==> config.mk <==
export PLATFORM = sky130hd
export DESIGN_NAME = r2fft_isqrt
export DESIGN_NICKNAME = d
export VERILOG_FILES = /design/src/hw/rtl/r2fft_pkg.sv /design/src/hw/rtl/r2fft_isqrt.sv
export SDC_FILE = /design/constraint.sdc
export NUM_CORES = 1
export LEC_CHECK = 0
export BUFFER_PORTS_ARGS = -buffer_cell sky130_fd_sc_hd__buf_2
export CAP_MARGIN = 20
export CORE_MARGIN = 1.5
export CORE_UTILIZATION = 60
export DETAILED_ROUTE_END_ITERATION = 7
export HOLD_SLACK_MARGIN = 0.15
export PLACE_DENSITY = 0.79
export SYNTH_ARGS = -nofsm -noshare
export SYNTH_HDL_FRONTEND = slang
export SYNTH_SLANG_ARGS = --single-unit
==> constraint.sdc <==
create_clock -name clk -period 17.9 [get_ports clk]
set_clock_uncertainty 0.15 [all_clocks]
set_input_delay 3.58 -clock clk [delete_from_list [all_inputs] [get_ports clk]]
set_output_delay 3.58 -clock clk [all_outputs]
set_load 0.02 [all_outputs]
==> src/hw/rtl/r2fft_pkg.sv <==
// Shared constants for the radix-2 FFT magnitude spectrum block.
package r2fft_pkg;

  // Point store word: one signed 32-bit real and imaginary part
  localparam int DATA_BITS = 32;
  localparam int ENTRY_BITS = 2 * DATA_BITS;

  // Result field widths
  localparam int MAG_BITS = 25;
  localparam int BIN_BITS = 9;

  // Square root unit: 64-bit radicand, 32-bit root
  localparam int SQ_BITS = 64;
  localparam int ROOT_BITS = 32;

  // Config register map (index = paddr[2])
  localparam int CFG_ADDR_BITS = 3;
  localparam logic REG_SIZE_LOG2 = 1'b0;
  localparam logic REG_INVERSE = 1'b1;
  localparam logic [3:0] SIZE_LOG2_RESET = 4'd10;

  // Input item modes
  localparam logic MODE_LOAD = 1'b0;
  localparam logic MODE_READ = 1'b1;

  // pi in Q30, rounded
  localparam longint unsigned PI_Q30 = 64'd3373259426;

endpackage

==> src/hw/rtl/r2fft_isqrt.sv <==
// Iterative integer square root, two radicand bits per cycle.
module r2fft_isqrt (
  input  logic                            clk,
  input  logic                            rst,
  input  logic                            start,
  input  logic [r2fft_pkg::SQ_BITS-1:0]   value,
  output logic                            done,
  output logic [r2fft_pkg::ROOT_BITS-1:0] root
);
  import r2fft_pkg::*;

  logic               busy;
  logic [SQ_BITS-1:0] rem;
  logic [SQ_BITS-1:0] res;
  logic [SQ_BITS-1:0] bitv;
  logic [SQ_BITS-1:0] trial;

  assign trial = res + bitv;
  assign root = res[ROOT_BITS-1:0];

  // one result bit per cycle; ends when the test bit shifts out
  always_ff @(posedge clk) begin
    if (rst) begin
      busy <= 1'b0;
      done <= 1'b0;
    end else begin
      done <= 1'b0;
      if (start) begin
        busy <= 1'b1;
        rem  <= value;
        res  <= '0;
        bitv <= {2'b01, {(SQ_BITS-2){1'b0}}};
      end else if (busy) begin
        if (bitv == '0) begin
          busy <= 1'b0;
          done <= 1'b1;
        end else begin
          if (rem >= trial) begin
            rem <= rem - trial;
            res <= (res >> 1) + bitv;
          end else begin
            res <= res >> 1;
          end
          bitv <= bitv >> 2;
        end
      end
    end
  end

endmodule

Word-level counts from Yosys, hierarchy flattened
Cells that the tools add are included.
{"block": "word_totals", "reg_bits": 194, "in_bits": 67, "out_inout_bits": 33, "wordCells": 31}
{"block": "op_classes", "add_sub_neg": 3, "magnitude_cmp": 1, "n_eq_ne": 1, "muxes": 13, "bitwise_logic": 2, "n_reduce_logical": 6}
{"operator": "64-bit two-way mux", "count": 9}
{"operator": "63-bit by 64-bit adder with 64-bit output", "count": 1}
{"operator": "64-bit adder", "count": 1}
{"operator": "64-bit greater-or-equal comparator", "count": 1}
{"operator": "64-bit zero test", "count": 1}
{"operator": "64-bit subtractor", "count": 1}
{"operator": "1-bit two-way mux", "count": 4}
{"operator": "4-bit AND reduction", "count": 1}
{"operator": "2-bit nonzero test", "count": 2}
{"operator": "3-bit AND reduction", "count": 1}
{"operator": "3-bit OR reduction", "count": 1}
{"operator": "2-bit != test, second input constant", "count": 1}
{"operator": "1-bit NOT", "count": 2}

Depth between registers and ports, before layout
Gate-level depths: netlist of run 1.
{"block": "logic_depth", "ltp_word": 6, "mapped_depth": 26, "ltp_nobuf": 25}

Worst setup path before layout of run 1
No wires, ideal clock.
{"block": "synth_path", "path_kind": "in2reg", "from": "input port start", "to": "register rem[0], enable pin", "setup_ns": 0.584, "arrival_time_ns": 13.108, "required_time_ns": 17.166, "slack_ns": 4.058, "stages": 5, "path_buffers": 2, "cell_sequence": "clkbuf_1 clkbuf_1 a21oi_1 nor2_1 a21boi_0"}
{"block": "synth_via", "elab_chain_len": 2, "word_cells_on_any_way": 4, "classes_between": "1 x eq/ne; 3 x reduce/logical"}
{"item": "from (decl)", "line": "r2fft_isqrt.sv:5", "rtl": "input logic start,"}
{"item": "2-bit != test (no line) / 2-bit nonzero test (equally long branches)"}
{"item": "4-bit AND reduction (no line) *"}
{"item": "to (signal assigned)", "line": "r2fft_isqrt.sv:30", "rtl": "rem <= value;"}
{"item": "to (signal assigned)", "line": "r2fft_isqrt.sv:39", "rtl": "rem <= rem - trial;"}
{"item": "to (decl)", "line": "r2fft_isqrt.sv:13", "rtl": "logic [SQ_BITS-1:0] rem;"}
Mark *: on every way between the ends. The rest lies on a longest branch, timed or not.
A chain may end at the register's enable or synchronous reset.

Worst setup path in the final report of run 1
{"block": "layout_path", "from": "register res[2]", "to": "register res[55], data pin"}
{"block": "layout_via", "elab_chain_len": 5, "word_cells_on_any_way": 6, "classes_between": "2 x add/sub; 1 x order compare; 3 x mux"}
{"item": "from (decl)", "line": "r2fft_isqrt.sv:14", "rtl": "logic [SQ_BITS-1:0] res;"}
{"item": "from (signal assigned)", "line": "r2fft_isqrt.sv:40", "rtl": "res <= (res >> 1) + bitv;"}
{"item": "from (signal assigned)", "line": "r2fft_isqrt.sv:42", "rtl": "res <= res >> 1;"}
{"item": "64-bit adder", "line": "r2fft_isqrt.sv:18", "rtl": "assign trial = res + bitv;"}
{"item": "64-bit greater-or-equal comparator", "line": "r2fft_isqrt.sv:38", "rtl": "if (rem >= trial) begin"}
{"item": "64-bit two-way mux *", "line": "r2fft_isqrt.sv:38"}
{"item": "64-bit two-way mux *", "line": "r2fft_isqrt.sv:34", "rtl": "if (bitv == '0) begin"}
{"item": "64-bit two-way mux *", "line": "r2fft_isqrt.sv:33", "rtl": "end else if (busy) begin"}
Mark *: on every way between the ends. The rest lies on a longest branch, timed or not. The select of a mux whose other input is x is not followed.

==> results of run 1 <==
sequential cells by signal (all words and copies together) (netlist names):
| signal | count |
|---|---|
| done | 1 |
| rem | 64 |
| busy | 1 |
| bitv | 32 |
| res | 64 |
metrics by stage:
stage	setup slack [ps]	instance area [µm²]	hold slack, ps
global route	9730	16100	371
global placement	9880	15500	348
CTS	10230	16100	361
detailed placement	10250	15500	351
finish	10070	16100	359
floorplan	4060	15000	309
synthesized netlist by cell type, drive strengths merged (5+ instances only):
| cell | count |
|---|---|
| buf | 44 |
| a21oi | 122 |
| xor2 | 81 |
| a31oi | 65 |
| a21boi | 9 |
| a31o | 17 |
| a211oi | 24 |
| nand3 | 34 |
| a21o | 45 |
| clkbuf | 58 |
| nor3b | 5 |
| edfxtp | 160 |
| nor3 | 27 |
| and2 | 16 |
| nor2 | 147 |
| and3 | 13 |
| or2 | 5 |
| mux2i | 5 |
| or3 | 10 |
| o21a | 10 |
| nand4 | 37 |
| nand2 | 182 |
| ha | 130 |
| xnor2 | 88 |
| nor4 | 17 |
| inv | 39 |
| nor2b | 52 |
| o21bai | 31 |
| nand2b | 9 |
| o211ai | 8 |
| o21ai | 169 |
| o31ai | 14 |
placed cells by master, fill, tap and decap left out, types with 12 or more instances in the layout:
master / count
nand2_1: 182
o21ai_0: 160
edfxtp_1: 160
nor2_1: 145
ha_1: 130
a21oi_1: 121
buf_2: 98
xnor2_1: 88
xor2_1: 81
a31oi_1: 64
nor2b_1: 51
a21o_1: 43
inv_1: 38
nand4_1: 36
nand3_1: 34
o21bai_1: 31
nor3_1: 27
a211oi_1: 22
a31o_2: 17
clkbuf_16: 17
nor4_1: 16
and2_1: 13
and3_1: 12
o31ai_1: 12
area by class of cell:
class / count / area share [%]
Clock buffer: 18 / 2.66
Clock inverter: 13 / 1.15
Inverter: 39 / 0.908
Multi-Input combinational cell: 1431 / 59.1
Sequential cell: 162 / 30.1
Tap cell: 324 / 2.52
Timing Repair Buffer: 107 / 3.61
path summary, 6_finish.rpt:
check                                to  slack (ps)
setup / recovery  res[55]$_SDFFCE_PP0P_       10070
hold / removal          done$_SDFF_PP0_         360
setup reg to reg  res[55]$_SDFFCE_PP0P_       10070
hold reg to reg         done$_SDFF_PP0_         360
per-layer routing:
layer / vias up / track usage, %
li1: 6433 / -
met1: 6206 / 39.8
met2: 535 / 53.7
met3: 113 / 3.85
met4: 0 / 14.9
met5: - / 0
kinds of logic after synthesis:
group,Yosys count
AO/OA/AOI/OAI,558
buffers and inverters,141
AND/OR/NAND/NOR,564
XOR/XNOR,169
flip-flops,162
adder cells (fa/ha/maj),131
multiplexers,9
critical path, stage by stage (launching register included):
cell and delay, ps:
edfxtp_1 480, ha_1 380, a31o_2 230, a31oi_1 340, o21ai_0 300, a21oi_1 500
o21ai_0 340, a31oi_1 380, inv_1 80, a31oi_1 200, xor2_1 180, ha_1 330
a21o_1 210, o21bai_1 210, o21bai_1 370, a21o_1 270, a21oi_1 450, o32ai_1 190
buf_4 240, nor2_2 170, buf_4 450, inv_2 480, o21ai_0 240, mux2_2 350
power by group through the flow:
| stage | sequential [mW] | combinational (mW) | clock, mW |
|---|---|---|---|
| floorplan | 0.526 | 0.648 | 0 |
| global placement | 0.542 | 0.803 | 0 |
| detailed placement | 0.542 | 0.820 | 0 |
| CTS | 0.535 | 0.826 | 0.399 |
| global route | 0.541 | 0.923 | 0.412 |
| finish | 0.537 | 0.838 | 0.398 |
==> impl_metrics.csv, run 1 <==
group,metric,value,unit
routing,dr.pass1.iters,5,
final_layout,drive_gt1_share,11.0,%
timing,tns,0,ps
synth,synth_top_area_share,32.0,%
cts,clk_pin_slew,70,ps
power_and_ir_drop,power_frac_comb,47.3,%
setup_path,required,17950,ps
setup_path,cp-start-kind,"flip-flop",
setup_path,r2r_cells,23,
place,post-dp-hpwl,30400,µm
setup_path,end_kind,"flip-flop",
routing,topRoutingLayerUsed,"met4",
global_route,track_usage,31.5,%
final_layout,fin_cells,2094,
timing,fmax,128,MHz
power_and_ir_drop,p_int,1.04,mW
final_layout,seq_area,0.00484,mm²
floorplanning,placementRows,57,
cts,cts_tree,"built",
setup_path,critPathKind,"flip-flop to flip-flop",
floorplanning,core,0.0245,mm²
routing,wirelength_met1,16700,µm
routing,via_per_inst,6.35,
final_layout,multi_input_comb_area,0.00952,mm²
setup_path,crit_start,"res[2]$_SDFFCE_PP0P_",
setup_path,cp_max_fo,50,
final_layout,antenna_cells,0,
synth,synth_edf_count,160,
job,drv_cap,0,
place,placement.io_buffers,99,
place,gp_congestion,0.976,
synth,synth_top_flop_cell,"edfxtp_1",
synth,synth_nets,1932,
global_route,antenna_found_initial,0,
final_layout,nets,1956,
routing,wl_per_cell,19.3,µm
floorplanning,start_util,61.4,%
final_layout,fillers,2016,
cts,clock_sinks,162,
power_and_ir_drop,power_frac_seq,30.3,%
power_and_ir_drop,p_per_area,110,mW/mm²
run_status,status,"complete, no violations",
global_route,grt_pass1_wl,65600,µm
timing,drv_slew,0,
power_and_ir_drop,leakagePower,6.15,nW
synth,ys_top_cells_by_area,"edfxtp_1 32%, ha_1 11%, o21ai_0 5.3%",
synth,synth_compound_area_share,23.8,%
synth,synth_simple_gate_area_share,18.0,%
routing,dr_wl_met3,2610,µm
cts,cts_root_buf,"clkbuf_16",
timing,worst_pin_slew,908,ps
worst_hold_path,hold_path_depth,1,
routing,wl_met2,19400,µm
routing,post-route-drc-count,0,
timing,rsz0062_at_grt,"false",
floorplanning,fp.dieArea,0.0260,mm²
floorplanning,ios,100,
floorplanning,die_h,161,µm
routing,num_vias,13300,
synth,synth_cell_types,88,
final_layout,fin_util,65.9,%
cts,clk_latency,450,ps
global_route,grt_pass1_vias,13000,
power_and_ir_drop,ir_drop,0.0000705,V
synth,synth_area_per_cell,8.66,µm²
timing,post-route-period-util,43.7,%
place,dp_cells,2063,
synth,synthArstFlopShare,0,%
synth,synth_xor_area_share,9.86,%
worst_hold_path,min-delay-path-class,"flip-flop to flip-flop",
synth,yosys_warnings,0,
timing,post-route-min-period,7830,ps
cts,numCtsBuffers,17,
synth,synthCells,1734,
synth,ys_seq_area_share,32.3,%
timing,final-hold-violation-count,0,
cts,post_cts_buffers,0,
timing,relSlewSlack,39.4,%
synth,synth_top_family_by_area,"compound AO/OA/AOI/OAI gates",
routing,routed_wl,40500,µm
cts,cts.htree.levels,4,
global_route,grt_max_degree,86,
routing,antenna_left,0,
cts,cts_resized,0,
final_layout,syn2layout_area_growth,7.35,%
synth,synth-seq-cells,162,
cts,cts_hold_buf,0,
global_route,grt_overflow,0,
timing,finalSetupViolCount,0,
power_and_ir_drop,clock_power_share,22.5,%
synth,muxShareOfSynthArea,0.633,%
power_and_ir_drop,p_switching,0.729,mW
worst_hold_path,hold_start,"busy$_SDFF_PP0_",
setup_path,reg2reg_from,"res[2]$_SDFFCE_PP0P_",
synth,netlist_area,0.0150,mm²
synth,post_synth_fa_ha_maj_area_fraction,11.0,%
routing,drt_iter0_markers,1305,
synth,yosys.area.top_type,"edfxtp_1",
cts,cts_buffer_depth,2,
floorplanning,die_w,161,µm
power_and_ir_drop,power,1.77,mW
power_and_ir_drop,switching_share,41.1,%
setup_path,cp.arrival,7880,ps
Note: power is estimated with default switching activity, not from simulation.
==> inputs of run 2 (changes only) <==
- clock period: 17.9 -> 8.15 ns (I/O delays scaled with it)
==> run 2 against run 1 <==
Against the previous run: worst setup slack worse by 8500 ps; flip-flop and latch count stayed put; count of clock-buffer cells in the layout fell by 1; critical path depth up 1; global-route usage about the same; wire length is 1.2% higher; cell count barely moved; combinational power increased by 120%; utilization rose by 0.69 points; largest cell class unchanged.
==> impl_metrics.csv, run 2 (same netlist as run 1, synthesis figures left out) <==
group,metric,value,unit
global_route,grt_pass1_wl,65300,µm
power_and_ir_drop,leakagePower,6.17,nW
floorplanning,core,0.0245,mm²
cts,post_cts_buffers,0,
setup_path,required,8150,ps
global_route,grt_max_degree,115,
final_layout,nets,1954,
cts,cts.htree.levels,4,
power_and_ir_drop,p_per_area,240,mW/mm²
cts,cts_hold_buf,0,
setup_path,cp_max_fo,27,
setup_path,cp-start-kind,"flip-flop",
setup_path,end_kind,"flip-flop",
cts,cts_buffer_depth,2,
final_layout,antenna_cells,0,
floorplanning,die_w,161,µm
final_layout,final_common_cell,"nand2_1",
cts,cts_root_buf,"clkbuf_16",
power_and_ir_drop,ir_drop,0.000109,V
routing,post-route-drc-count,0,
global_route,track_usage,31.5,%
timing,rsz0062_at_grt,"false",
routing,dr.pass1.iters,6,
worst_hold_path,min-delay-path-class,"flip-flop to flip-flop",
final_layout,final_area,0.0163,mm²
final_layout,top_regs,"rem: 64 flops, res: 64 flops, bitv: 32 flops",
timing,finalSetupViolCount,0,
routing,routed_wl,41000,µm
final_layout,fillers,2019,
timing,fmax,153,MHz
timing,worst_pin_slew,944,ps
routing,drt_iter0_markers,1545,
floorplanning,fp.dieArea,0.0260,mm²
timing,final-hold-violation-count,0,
job,drv_cap,0,
routing,wl_per_cell,19.6,µm
global_route,grt_pass1_vias,12400,
place,gp_congestion,1.03,
place,post-dp-hpwl,31000,µm
run_status,status,"complete, no violations",
global_route,antenna_found_initial,0,
cts,cts_resized,0,
routing,via_per_inst,6.38,
cts,cts_tree,"built",
timing,relSlewSlack,37.1,%
timing,final.setup.worst_slack,1610,ps
timing,post-route-period-util,80.2,%
setup_path,critPathKind,"flip-flop to flip-flop",
global_route,grt_overflow,0,
timing,post-route-min-period,6540,ps
place,placement.io_buffers,99,
setup_path,cp.arrival,6530,ps
cts,clk_latency,440,ps
cts,clk_pin_slew,70,ps
timing,drv_slew,0,
place,dp_slack,1730,ps
place,placed_area,0.0157,mm²
cts,clock_sinks,162,
final_layout,syn2layout_area_growth,8.47,%
floorplanning,start_util,61.4,%
cts,numCtsBuffers,17,
power_and_ir_drop,power,3.91,mW
floorplanning,placementRows,57,
final_layout,drive_gt1_share,12.8,%
floorplanning,ios,100,
routing,antenna_left,0,
final_layout,fin_util,66.6,%
routing,num_vias,13400,
final_layout,final_cell_mix,"179 x nand2_1, 160 x edfxtp_1, 154 x o21ai_0, 142 x nor2_1, 122 x ha_1",
floorplanning,die_h,161,µm
timing,holdWs,333,ps
==> run 2: final cells by class <==
class,instances,area [µm²],share of cell area [%]
Multi-Input combinational cell,1431,9740,59.8
Tap cell,324,405,2.49
Clock inverter,14,179,1.10
Inverter,39,146,0.899
Clock buffer,17,425,2.61
Sequential cell,162,4840,29.8
Timing Repair Buffer,105,547,3.36
==> run 2: path summary, 6_finish.rpt <==
kind                              start                     to  slack [ps]  cells after the start
hold / removal          busy$_SDFF_PP0_        done$_SDFF_PP0_         330                      1
setup / recovery  res[30]$_SDFFCE_PP0P_  res[10]$_SDFFCE_PP0P_        1610                     24
hold reg to reg         busy$_SDFF_PP0_        done$_SDFF_PP0_         330                      1
setup reg to reg  res[30]$_SDFFCE_PP0P_  res[10]$_SDFFCE_PP0P_        1610                     24
==> run 2: layer usage <==
metal,vias up,share of wire (%),GRT usage (%),wire [µm]
met5,-,0,0,0
met2,568,42,46.1,17200
met3,67,8.5,5.19,3480
li1,6463,-,-,-
met4,0,2.3,9.39,938
met1,6253,47,47.4,19300
==> run 2: metrics by stage <==
step,cells,TNS (ps)
global placement,2061,0
floorplan,1734,-74990
CTS,2092,0
detailed placement,2061,0
finish,2092,0
global route,2092,0
==> run 2: report_power, final <==
part | switching, mW | internal (mW) | total [mW]
Combinational | 1.13 | 0.720 | 1.85
Sequential | 0.115 | 1.07 | 1.19
Clock | 0.378 | 0.487 | 0.865
Total | 1.63 | 2.28 | 3.91
==> run 2: critical path: stages (launching register included) <==
cell and delay (ps):
edfxtp_1 560, ha_4 320, nand4_1 200, o21ai_1 130, a31o_2 270, a21oi_2 240, o2111ai_2 220, nand2_2 180
nor3_2 70, or2_2 300, xnor2_1 270, ha_1 390, a21o_1 210, a21o_1 170, a21o_1 200, a21oi_1 230
o21ai_1 110, a21oi_1 160, o32ai_2 100, buf_4 200, nor2_2 560, inv_2 400, buf_4 340, nor2_1 140
a211oi_1 70
